--- src/sv/itrd_pkg.sv ---
// Shared types, constants and the digit encoder for the radix digit converter.
package itrd_pkg;

  // Width of the value and of the bit counter that walks it.
  localparam int ITRD_VALUE_W = 64;
  localparam int ITRD_BCNT_W  = 6;

  // Default number of digits per request.
  localparam int ITRD_DIGITS = 64;

  // Output field widths.
  localparam int ITRD_POS_W  = 6;
  localparam int ITRD_CHAR_W = 7;
  localparam int ITRD_REM_W  = 6;
  localparam int ITRD_BASE_W = 8;

  // Legal radix range.
  localparam logic [ITRD_BASE_W-1:0] ITRD_BASE_MIN = 8'd2;
  localparam logic [ITRD_BASE_W-1:0] ITRD_BASE_MAX = 8'd36;

  // ASCII anchors for the two digit ranges.
  localparam logic [ITRD_CHAR_W-1:0] ITRD_ASCII_ZERO = 7'd48;
  localparam logic [ITRD_CHAR_W-1:0] ITRD_ASCII_A    = 7'd97;
  localparam logic [ITRD_REM_W-1:0]  ITRD_DEC_LIMIT  = 6'd10;

  // One quotient bit travelling from one divider row to the next.
  typedef struct packed {
    logic                  valid;
    logic                  data;
    logic                  first;
    logic                  lastb;
    logic                  ok;
    logic [ITRD_REM_W-1:0] base;
  } itrd_bit_t;

  // Finished remainder of one divider row.
  typedef struct packed {
    logic                  valid;
    logic                  ok;
    logic [ITRD_REM_W-1:0] rem;
  } itrd_dig_t;

  // Result word merged across all rows.
  typedef struct packed {
    logic                  valid;
    logic                  ok;
    logic                  last;
    logic [ITRD_POS_W-1:0] pos;
    logic [ITRD_REM_W-1:0] rem;
  } itrd_res_t;

  // Map a remainder to its ASCII digit, 0-9 then a-z.
  function automatic logic [ITRD_CHAR_W-1:0] itrd_char(input logic [ITRD_REM_W-1:0] rem);
    logic [ITRD_CHAR_W-1:0] rem_ext;
    rem_ext = {1'b0, rem};
    if (rem < ITRD_DEC_LIMIT) begin
      return ITRD_ASCII_ZERO + rem_ext;
    end else begin
      return ITRD_ASCII_A + rem_ext - {1'b0, ITRD_DEC_LIMIT};
    end
  endfunction

endpackage

--- src/sv/itrd_cell.sv ---
// One divider row: a bit-serial restoring division step per cycle.
module itrd_cell
  import itrd_pkg::*;
(
  input  logic      clk_i,
  input  logic      rst_ni,
  input  itrd_bit_t bit_i,
  output itrd_bit_t bit_o,
  output itrd_dig_t dig_o
);

  logic [ITRD_REM_W-1:0] rem_q, rem_d;
  logic [ITRD_REM_W-1:0] rem_in;
  logic [ITRD_REM_W:0]   trial;
  logic [ITRD_REM_W:0]   base_ext;
  logic                  ge;
  logic                  valid_q;
  itrd_bit_t             bit_q, bit_d;
  itrd_dig_t             dig_q, dig_d;

  // Shift the next dividend bit into the partial remainder and try a subtract.
  always_comb begin
    rem_in   = bit_i.first ? '0 : rem_q;
    trial    = {rem_in, bit_i.data};
    base_ext = {1'b0, bit_i.base};
    ge       = (trial >= base_ext);
    rem_d    = ge ? ITRD_REM_W'(trial - base_ext) : ITRD_REM_W'(trial);
  end

  // The quotient bit is registered and feeds the next row in the following cycle.
  always_comb begin
    bit_d       = bit_i;
    bit_d.data  = ge;
    dig_d       = '0;
    if (bit_i.valid && bit_i.lastb) begin
      dig_d.valid = 1'b1;
      dig_d.ok    = bit_i.ok;
      dig_d.rem   = rem_d;
    end
  end

  // Control and the digit word are reset; the remainder is payload.
  always_ff @(posedge clk_i or negedge rst_ni) begin
    if (!rst_ni) begin
      valid_q <= 1'b0;
      dig_q   <= '0;
    end else begin
      valid_q <= bit_d.valid;
      dig_q   <= dig_d;
    end
  end

  always_ff @(posedge clk_i) begin
    bit_q <= bit_d;
    if (bit_i.valid) begin
      rem_q <= rem_d;
    end
  end

  // The outgoing bit takes its valid flag from the reset register.
  always_comb begin
    bit_o       = bit_q;
    bit_o.valid = valid_q;
  end

  assign dig_o = dig_q;

endmodule

--- src/sv/itrd_collect.sv ---
// Registered two-level OR tree that merges the one-hot row results.
module itrd_collect
  import itrd_pkg::*;
#(
  parameter int DIGIT_COUNT = ITRD_DIGITS
) (
  input  logic      clk_i,
  input  logic      rst_ni,
  input  itrd_res_t res_i [DIGIT_COUNT],
  output itrd_res_t res_o
);

  localparam int GroupSize = 8;
  localparam int Groups    = (DIGIT_COUNT + GroupSize - 1) / GroupSize;

  itrd_res_t grp_q [Groups];
  itrd_res_t grp_d [Groups];
  itrd_res_t top_q, top_d;

  // First level: OR each group of eight rows.
  always_comb begin
    for (int g = 0; g < Groups; g++) begin
      grp_d[g] = '0;
      for (int j = 0; j < GroupSize; j++) begin
        if (g * GroupSize + j < DIGIT_COUNT) begin
          grp_d[g] = grp_d[g] | res_i[g * GroupSize + j];
        end
      end
    end
  end

  // Second level: OR the group results.
  always_comb begin
    top_d = '0;
    for (int g = 0; g < Groups; g++) begin
      top_d = top_d | grp_q[g];
    end
  end

  always_ff @(posedge clk_i or negedge rst_ni) begin
    if (!rst_ni) begin
      for (int g = 0; g < Groups; g++) begin
        grp_q[g] <= '0;
      end
      top_q <= '0;
    end else begin
      for (int g = 0; g < Groups; g++) begin
        grp_q[g] <= grp_d[g];
      end
      top_q <= top_d;
    end
  end

  assign res_o = top_q;

endmodule

--- src/sv/integer_to_radix_digits.sv ---
// Top level of the radix digit converter: bit feeder, divider rows and output stage.
//
//   channel  | signals                                  | flow
//   ---------+------------------------------------------+---------------------------
//   request  | start_i, busy_o, value_i, base_i         | taken when start_i && !busy_o
//   result   | strobe_o, position_o, digit_char_o,      | one cycle per result,
//            | last_o                                   | no backpressure
//
// The bit feeder walks a request one value bit per cycle and takes no new request
// before its last bit; the next request may start in the cycle after the last
// bit of the previous one.
// Each divider row after the first divides the quotient stream of the row before
// it, so digit k passes from row k through the two OR tree registers and the output
// registers to the result ports; the results of a request leave on consecutive cycles.
// Reset clears all valid bits; no clearing pass is needed.
// The receiver cannot stall, so no result is ever held back.
module integer_to_radix_digits
  import itrd_pkg::*;
#(
  parameter int DIGIT_COUNT = ITRD_DIGITS
) (
  input  logic                   clk_i,
  input  logic                   rst_ni,
  input  logic                   start_i,
  output logic                   busy_o,
  input  logic [ITRD_VALUE_W-1:0] value_i,
  input  logic [ITRD_BASE_W-1:0]  base_i,
  output logic                   strobe_o,
  output logic [ITRD_POS_W-1:0]  position_o,
  output logic [ITRD_CHAR_W-1:0] digit_char_o,
  output logic                   last_o
);

  localparam logic [ITRD_BCNT_W-1:0] BcntLast = ITRD_BCNT_W'(ITRD_VALUE_W - 1);

  logic [ITRD_VALUE_W-1:0] shreg_q, shreg_d;
  logic [ITRD_BCNT_W-1:0]  bcnt_q, bcnt_d;
  logic                    active_q, active_d;
  logic [ITRD_REM_W-1:0]   base_q, base_d;
  logic                    ok_q, ok_d;
  logic                    accept;

  itrd_bit_t             feed;
  itrd_bit_t             chain [DIGIT_COUNT];
  itrd_dig_t             dig   [DIGIT_COUNT];
  itrd_res_t             res   [DIGIT_COUNT];
  logic [DIGIT_COUNT-1:0] row_done;
  itrd_res_t             merged;

  logic                   strobe_q;
  logic [ITRD_POS_W-1:0]  position_q;
  logic [ITRD_CHAR_W-1:0] char_q, char_d;
  logic                   last_q;

  // Bit feeder: a new request may load in the cycle its predecessor sends its last bit.
  assign busy_o = active_q && (bcnt_q != BcntLast);
  assign accept = start_i && !busy_o;

  always_comb begin
    shreg_d  = shreg_q;
    bcnt_d   = bcnt_q;
    active_d = active_q;
    base_d   = base_q;
    ok_d     = ok_q;
    if (accept) begin
      shreg_d  = value_i;
      bcnt_d   = '0;
      active_d = 1'b1;
      ok_d     = (base_i >= ITRD_BASE_MIN) && (base_i <= ITRD_BASE_MAX);
      base_d   = base_i[ITRD_REM_W-1:0];
    end else if (active_q) begin
      shreg_d  = {shreg_q[ITRD_VALUE_W-2:0], 1'b0};
      bcnt_d   = bcnt_q + 1'b1;
      active_d = (bcnt_q != BcntLast);
    end
  end

  always_ff @(posedge clk_i or negedge rst_ni) begin
    if (!rst_ni) begin
      active_q <= 1'b0;
      bcnt_q   <= '0;
    end else begin
      active_q <= active_d;
      bcnt_q   <= bcnt_d;
    end
  end

  always_ff @(posedge clk_i) begin
    shreg_q <= shreg_d;
    base_q  <= base_d;
    ok_q    <= ok_d;
  end

  // The first row sees the value MSB first.
  always_comb begin
    feed.valid = active_q;
    feed.data  = shreg_q[ITRD_VALUE_W-1];
    feed.first = (bcnt_q == '0);
    feed.lastb = (bcnt_q == BcntLast);
    feed.ok    = ok_q;
    feed.base  = base_q;
  end

  assign chain[0] = feed;

  // Divider rows; row k yields the remainder of the k-th division.
  for (genvar k = 0; k < DIGIT_COUNT; k++) begin : g_row
    if (k < DIGIT_COUNT - 1) begin : g_mid
      itrd_cell u_cell (
        .clk_i  (clk_i),
        .rst_ni (rst_ni),
        .bit_i  (chain[k]),
        .bit_o  (chain[k+1]),
        .dig_o  (dig[k])
      );
    end else begin : g_end
      itrd_cell u_cell (
        .clk_i  (clk_i),
        .rst_ni (rst_ni),
        .bit_i  (chain[k]),
        .bit_o  (),
        .dig_o  (dig[k])
      );
    end

    // Tag each row result with its buffer position; zero when idle so it can be ORed.
    always_comb begin
      res[k].valid = dig[k].valid;
      res[k].ok    = dig[k].ok;
      res[k].rem   = dig[k].rem;
      res[k].pos   = dig[k].valid ? ITRD_POS_W'(DIGIT_COUNT - 1 - k) : '0;
      res[k].last  = dig[k].valid && (k == DIGIT_COUNT - 1);
    end
    assign row_done[k] = dig[k].valid;
  end

  itrd_collect #(
    .DIGIT_COUNT (DIGIT_COUNT)
  ) u_collect (
    .clk_i  (clk_i),
    .rst_ni (rst_ni),
    .res_i  (res),
    .res_o  (merged)
  );

  // Output stage: encode the digit, NUL for an illegal base.
  assign char_d = merged.ok ? itrd_char(merged.rem) : '0;

  always_ff @(posedge clk_i or negedge rst_ni) begin
    if (!rst_ni) begin
      strobe_q <= 1'b0;
    end else begin
      strobe_q <= merged.valid;
    end
  end

  always_ff @(posedge clk_i) begin
    position_q <= merged.pos;
    char_q     <= char_d;
    last_q     <= merged.last;
  end

  assign strobe_o     = strobe_q;
  assign position_o   = position_q;
  assign digit_char_o = char_q;
  assign last_o       = strobe_q && last_q;

  // Only one row may finish in any cycle, or the OR tree would mix results.
  a_row_onehot: assert property (@(posedge clk_i) disable iff (!rst_ni)
    $onehot0(row_done))
    else $error("two divider rows finished in the same cycle");

  // The final result of a request sits at position zero.
  a_last_pos: assert property (@(posedge clk_i) disable iff (!rst_ni)
    strobe_o && last_o |-> position_o == '0)
    else $error("last result not at position zero");

  // Results of one request leave on consecutive cycles with falling positions.
  a_pos_step: assert property (@(posedge clk_i) disable iff (!rst_ni)
    strobe_o && !last_o |=> strobe_o && (position_o == $past(position_o) - 1'b1))
    else $error("result sequence broken");

  // A taken request keeps the feeder busy in the next cycle.
  a_busy_after_accept: assert property (@(posedge clk_i) disable iff (!rst_ni)
    start_i && !busy_o |=> busy_o)
    else $error("feeder not busy after taking a request");

endmodule

--- config.mk ---
export PLATFORM = sky130hd
export DESIGN_NAME = integer_to_radix_digits
export DESIGN_NICKNAME = d
export VERILOG_FILES = /design/src/sv/itrd_pkg.sv /design/src/sv/itrd_cell.sv /design/src/sv/itrd_collect.sv /design/src/sv/integer_to_radix_digits.sv
export SDC_FILE = /design/constraint.sdc
export NUM_CORES = 2
export LEC_CHECK = 0
export ABC_AREA = 1
export BUFFER_PORTS_ARGS = -buffer_cell sky130_fd_sc_hd__buf_2
export CORE_MARGIN = 5
export CORE_UTILIZATION = 45
export CTS_CLUSTER_SIZE = 24
export DETAILED_ROUTE_END_ITERATION = 12
export SETUP_SLACK_MARGIN = 0.5
export SLEW_MARGIN = 20
export SYNTH_ARGS = -nofsm -noshare
export SYNTH_HDL_FRONTEND = slang
export SYNTH_SLANG_ARGS = --single-unit
--- constraint.sdc ---
create_clock -name clk_i -period 5 [get_ports clk_i]
set_input_delay 0.75 -clock clk_i [delete_from_list [all_inputs] [get_ports clk_i]]
set_output_delay 0.75 -clock clk_i [all_outputs]
set_load 0.05 [all_outputs]
# ---- Word-level counts from Yosys, hierarchy flattened
# Cells that the tools add are included.
# Widths: inputs -> output; s select.
dict set report totals {
  reg_bits 1817
  input_bits 75
  output_inout_bits 16
  elab_cells 1221
}
dict set report op_classes {
  addsub 68
  magnitude_cmp 67
  eq_ne 2
  muxes 262
  bitwise 63
  n_reduce_logical 71
}
# cell n
set ops {}
lappend ops {{$mux 6} 162}
lappend ops {{$or 15x15->15} 63}
lappend ops {{$mux 8} 64}
lappend ops {{$ge 7x6->1} 64}
lappend ops {{$sub 6x6->6} 64}
lappend ops {{$mux 64} 2}
lappend ops {{$mux 5} 16}
lappend ops {{$logic_and 1x1->1} 68}
lappend ops {{$mux 4} 8}
lappend ops {{$mux 3} 4}
lappend ops {{$ge 8x2->1 const B} 1}
lappend ops {{$le 8x6->1 const B} 1}
lappend ops {{$add 6x6->7 const A} 1}
lappend ops {{$add 7x6->7 const A} 1}
lappend ops {{$mux 7} 1}
lappend ops {{$sub 7x4->7 const B} 1}
lappend ops {{$add 6x1->6 const B} 1}
lappend ops {{$eq 6x6->1 const B} 1}
lappend ops {{$logic_not 6->1} 1}
lappend ops {{$lt 6x4->1 const B} 1}
lappend ops {{$ne 6x6->1 const B} 1}
lappend ops {{$mux 2} 2}
lappend ops {{$mux 1} 3}
lappend ops {{$reduce_bool 2->1} 1}
lappend ops {{$logic_not 1->1} 1}

# ---- Logic depth before layout (Yosys ltp)
dict set report depth {
  depth_word 8
  ltp_mapped 15
  mapped_depth_nobuf 15
}

# ---- Modules after synthesis
# From an unflattened synthesis, not the netlist that was laid out.
dict set report hier_totals {
  cells_unflattened 10625
  area_unflattened_um2 92850.3
}
# module n_inst cells_per_inst area_per_inst_um2 seq_area_each_um2
set modules_own_cells {}
lappend modules_own_cells {itrd_cell 64 126 1217.4 605.6}
lappend modules_own_cells {itrd_collect 1 2160 10979.3 3378.2}
lappend modules_own_cells {integer_to_radix_digits 1 401 3956.3 2612.5}

# ---- Worst setup path before layout
# Ideal clock, no wire load.
dict set report synth_timing {
  kind {input-to-reg}
  start {input port start_i}
  end {register bcnt_q[2]}
  setup_ps 88
  arrival_time_ps 2468
  t_required_ps 4912
  path_slack_ps 2444
  cell_stages 4
  path_buffers 0
  cell_sequence {nor2_1 -> inv_1 -> a21oi_1 -> nor3_1}
}
dict set report synth_between {
  elab_chain_cells 2
  elab_cells_between_ends 3
  classes_between {1 x mux; 2 x reduce/logical}
}
# element line_no
set synth_rtl {}
lappend synth_rtl {{start: declaration} integer_to_radix_digits.sv:24} ;# input logic start_i,
lappend synth_rtl {{$logic_and 1x1->1 *} integer_to_radix_digits.sv:57} ;# assign accept = start_i && !busy_o;
lappend synth_rtl {{$mux 6 or $reduce_bool 2->1 (tied branches)} --}
lappend synth_rtl {{end signal: assignment} integer_to_radix_digits.sv:84} ;# bcnt_q <= bcnt_d;
lappend synth_rtl {{end: declaration} integer_to_radix_digits.sv:37} ;# logic [ITRD_BCNT_W-1:0] bcnt_q, bcnt_d;
# Mark *: on every way between the ends. The rest lies on a longest branch, timed or not.
# A chain may end at the register's enable or synchronous reset.

# ---- Worst setup path after layout
dict set report layout_timing {
  start {register bcnt_q[0]}
  end {output port busy_o}
}
dict set report layout_between {
  elab_chain_cells 2
}
# element line_no
set layout_rtl {}
lappend layout_rtl {{$ne 6x6->1} integer_to_radix_digits.sv:56} ;# assign busy_o = active_q && (bcnt_q != BcntLast);
lappend layout_rtl {{$logic_and 1x1->1} integer_to_radix_digits.sv:56}
lappend layout_rtl {{end: declaration} integer_to_radix_digits.sv:25} ;# output logic busy_o,
# Every way passes these cells.

==> out/results.ini <==
[global_routing]
globalRouteOverflowTotal=0
grt_pass1_vias=52730
grt_usage=0.1929
grt_use_met3=0.02858
grt_max_degree=97
use_met2=0.3209
top_usage_layer=met2
grt_pass1_wl_mm=275.0
antenna_found_initial=6
use_met1=0.2612

[setup_path]
cp-end-kind=output port
critPathMaxFanout=3
slowest_delay_ns=0.39
required_ns=4.25
r2r-end=shreg_q[26]$_DFFE_PP_
crit_type=reg -> out
cpMaxStageDelayCell=dfrtp_1
reg2reg_from=bcnt_q[0]$_DFFE_PN0P_
r2r_cells=9
critPathLaunchType=register
worstPathCellList=ha_1, nand3_1, o21ai_2, inv_1, buf_2
arrival_ns=1.98
rrSetupSlack_ns=2.53

[power]
p_leak_uw=0.04529
finalPower_uw=49480
pwr_density_cell_mw_per_mm2=578.9
ir_worst_vdd_mv=0.3160

[detailed_routing]
drt-vias-per-instance=4.915
drc=0
firstDrtPassIters=5
wire_per_inst_microns=15.83
vias=52770
ant_nets=0
first_iter_violations=3601
totalWireLength_mm=169.9

[yosys]
synth_area_leaders=dfrtp_1, edfxtp_1, dfxtp_1
synth_area_sq_mm=0.07595
post_synth_inst_count=8090
synth_warnings=0
synth_cell_types=32
synth_largest_area_cell=dfrtp_1
synth_top_area_frac=0.2264
ys_ff_latch=1786
synth_area_per_cell_sq_um=9.388
yosysSeqAreaShare=0.5760
synthTopCellsByCount=nand2_1, inv_1, dfrtp_1
ys_async_sr_fraction=0.3847
ys.flop_type=dfrtp_1
synth_edf_count=455
yosysMostFrequentCell=nand2_1
synth_fp_nets=8620

[clock_tree]
clk_latency_ns=0.79
ctsResizeCount=0
clk_pin_slew_ns=0.06
cts.sinks=1786
numCtsBuffers=183
cts_setup_buffers=0
root_buffer=clkbuf_16
hold_buffers=0
cts.htree.levels=4
clk_path_buf_depth=3
cts_tree=yes

[timing]
clock.fmax_mhz=366.9
timing.final.crit_share=0.5451
worst_pin_slew_ns=1.114
drv_slew=0
setup_viol=0
tns_ns=0
finalHoldViolCount=0
fin_skew_ns=0.02902
fin_crit_ns=2.725
slew_headroom=0.2504
rsz0062_at_grt=false

[die]
core_area_sq_mm=0.1674
die_h_microns=420.8
io_pins=91
row_count=150
initial_utilization=0.4537
dieArea_sq_mm=0.1771
dieWidth_microns=420.8

[finish]
layout-drive-gt1-share=0.06132
fin_nets=8897
area_delta_synth_final_pct=12.54

[worst_hold_path]
hp-class=in -> async

[run]
cap_violations=0

[outcome]
outcome=completed

[place]
io_buffer_count=90
gp_congestion=0.8885
dpl.hpwl_mm=129.4

## power by group
part           switching [uW]  internal (uW)  total, uW
registers                 982          18000      19000
logic                   11000           5620      16600
clock network            5760           8110      13900
## placed cells by master (no fill, tap or decap), types with 65 or more instances in the layout
cell type  count
clkbuf_16    191
o21ai_0      118
xor2_1       108
dfrtp_1      687
ha_1         391
nand2_1     2072
a21oi_1      370
nor3_1        67
dfxtp_1      644
xnor2_1       65
nand3_1      111
nor2_1       680
nand4_1      462
edfxtp_1     455
inv_1       1441
nor4_1       140
buf_2         89
## cell type report
| class | instances | area, sq um |
|---|---|---|
| Fill cell | 15370 | 81930 |
| Sequential cell | 1786 | 43750 |
| Multi-Input combinational cell | 4814 | 26570 |
| Inverter | 1476 | 5540 |
| Clock buffer | 266 | 5291 |
| Tap cell | 2204 | 2758 |
| Clock inverter | 81 | 933.4 |
| Timing Repair Buffer | 106 | 630.6 |
| Antenna cell | 2 | 5.005 |
## through the flow
step	hold WS, ns	util	instance area (sq um)	setup WS (ns)	cells
2_1_floorplan	0.3242	-	75950	2.444	8090
3_3_place_gp	0.3257	0.4734	79250	2.471	10390
3_5_place_dp	0.3294	0.4734	79250	2.459	10390
4_1_cts	0.007114	0.5106	85470	2.175	10730
5_1_grt	0.05820	0.5106	85470	2.114	10730
6_report	0.04247	0.5106	85480	2.275	10740
## worst max-delay path: cells and delay by family (launching register included)
kind                     cells  cell delay, ns
flip-flops                   1            0.39
buffers and inverters        2            0.37
adder cells (fa/ha/maj)      1            0.24
AND/OR/NAND/NOR              1            0.13
AO/OA/AOI/OAI                1            0.07
## kinds of logic after synthesis
family | after synthesis | synth area share
xor+xnor | 173 | 0.01995
compound gates | 493 | 0.03267
buf+inv | 1490 | 0.07415
fa+ha+maj | 455 | 0.08128
simple gates | 3693 | 0.2160
flops | 1786 | 0.5760
## how the worst max path moves through the flow
stage	from	to	slack [ns]	depth (start not counted)
final	bcnt_q[0]$_DFFE_PN0P_	busy_o	2.27	5
after global routing	bcnt_q[0]$_DFFE_PN0P_	busy_o	2.11	5
after CTS	bcnt_q[0]$_DFFE_PN0P_	busy_o	2.18	5
after detailed placement	start_i	shreg_q[15]$_DFFE_PP_	2.46	7
after global placement	start_i	shreg_q[20]$_DFFE_PP_	2.47	7
after floorplan	start_i	bcnt_q[2]$_DFFE_PN0P_	2.44	4
## sequential cells by signal, summed over array words and instances, names as in the netlist, 6 cells and up
| name | cells |
|---|---|
| position_o | 6 |
| base_q | 6 |
| u_collect.res_o | 15 |
| g_row.g_mid.u_cell.valid_q | 63 |
| u_collect.grp_q | 89 |
| g_row.g_end.u_cell.dig_o | 8 |
| digit_char_o | 7 |
| shreg_q | 64 |
| g_row.g_mid.u_cell.rem_q | 378 |
| g_row.g_mid.u_cell.dig_o | 504 |
| bcnt_q | 6 |
| g_row.g_end.u_cell.rem_q | 6 |
| g_row.g_mid.u_cell.bit_o | 630 |
## layer usage
layer	vias up	part of all wire	wire, microns
met1	25010	0.46	78860
met5	-	0.00015	25
met4	4	0.031	5250
met2	907	0.47	79730
li1	26570	-	-
met3	281	0.035	6027
(Power assumes the default switching activity.)
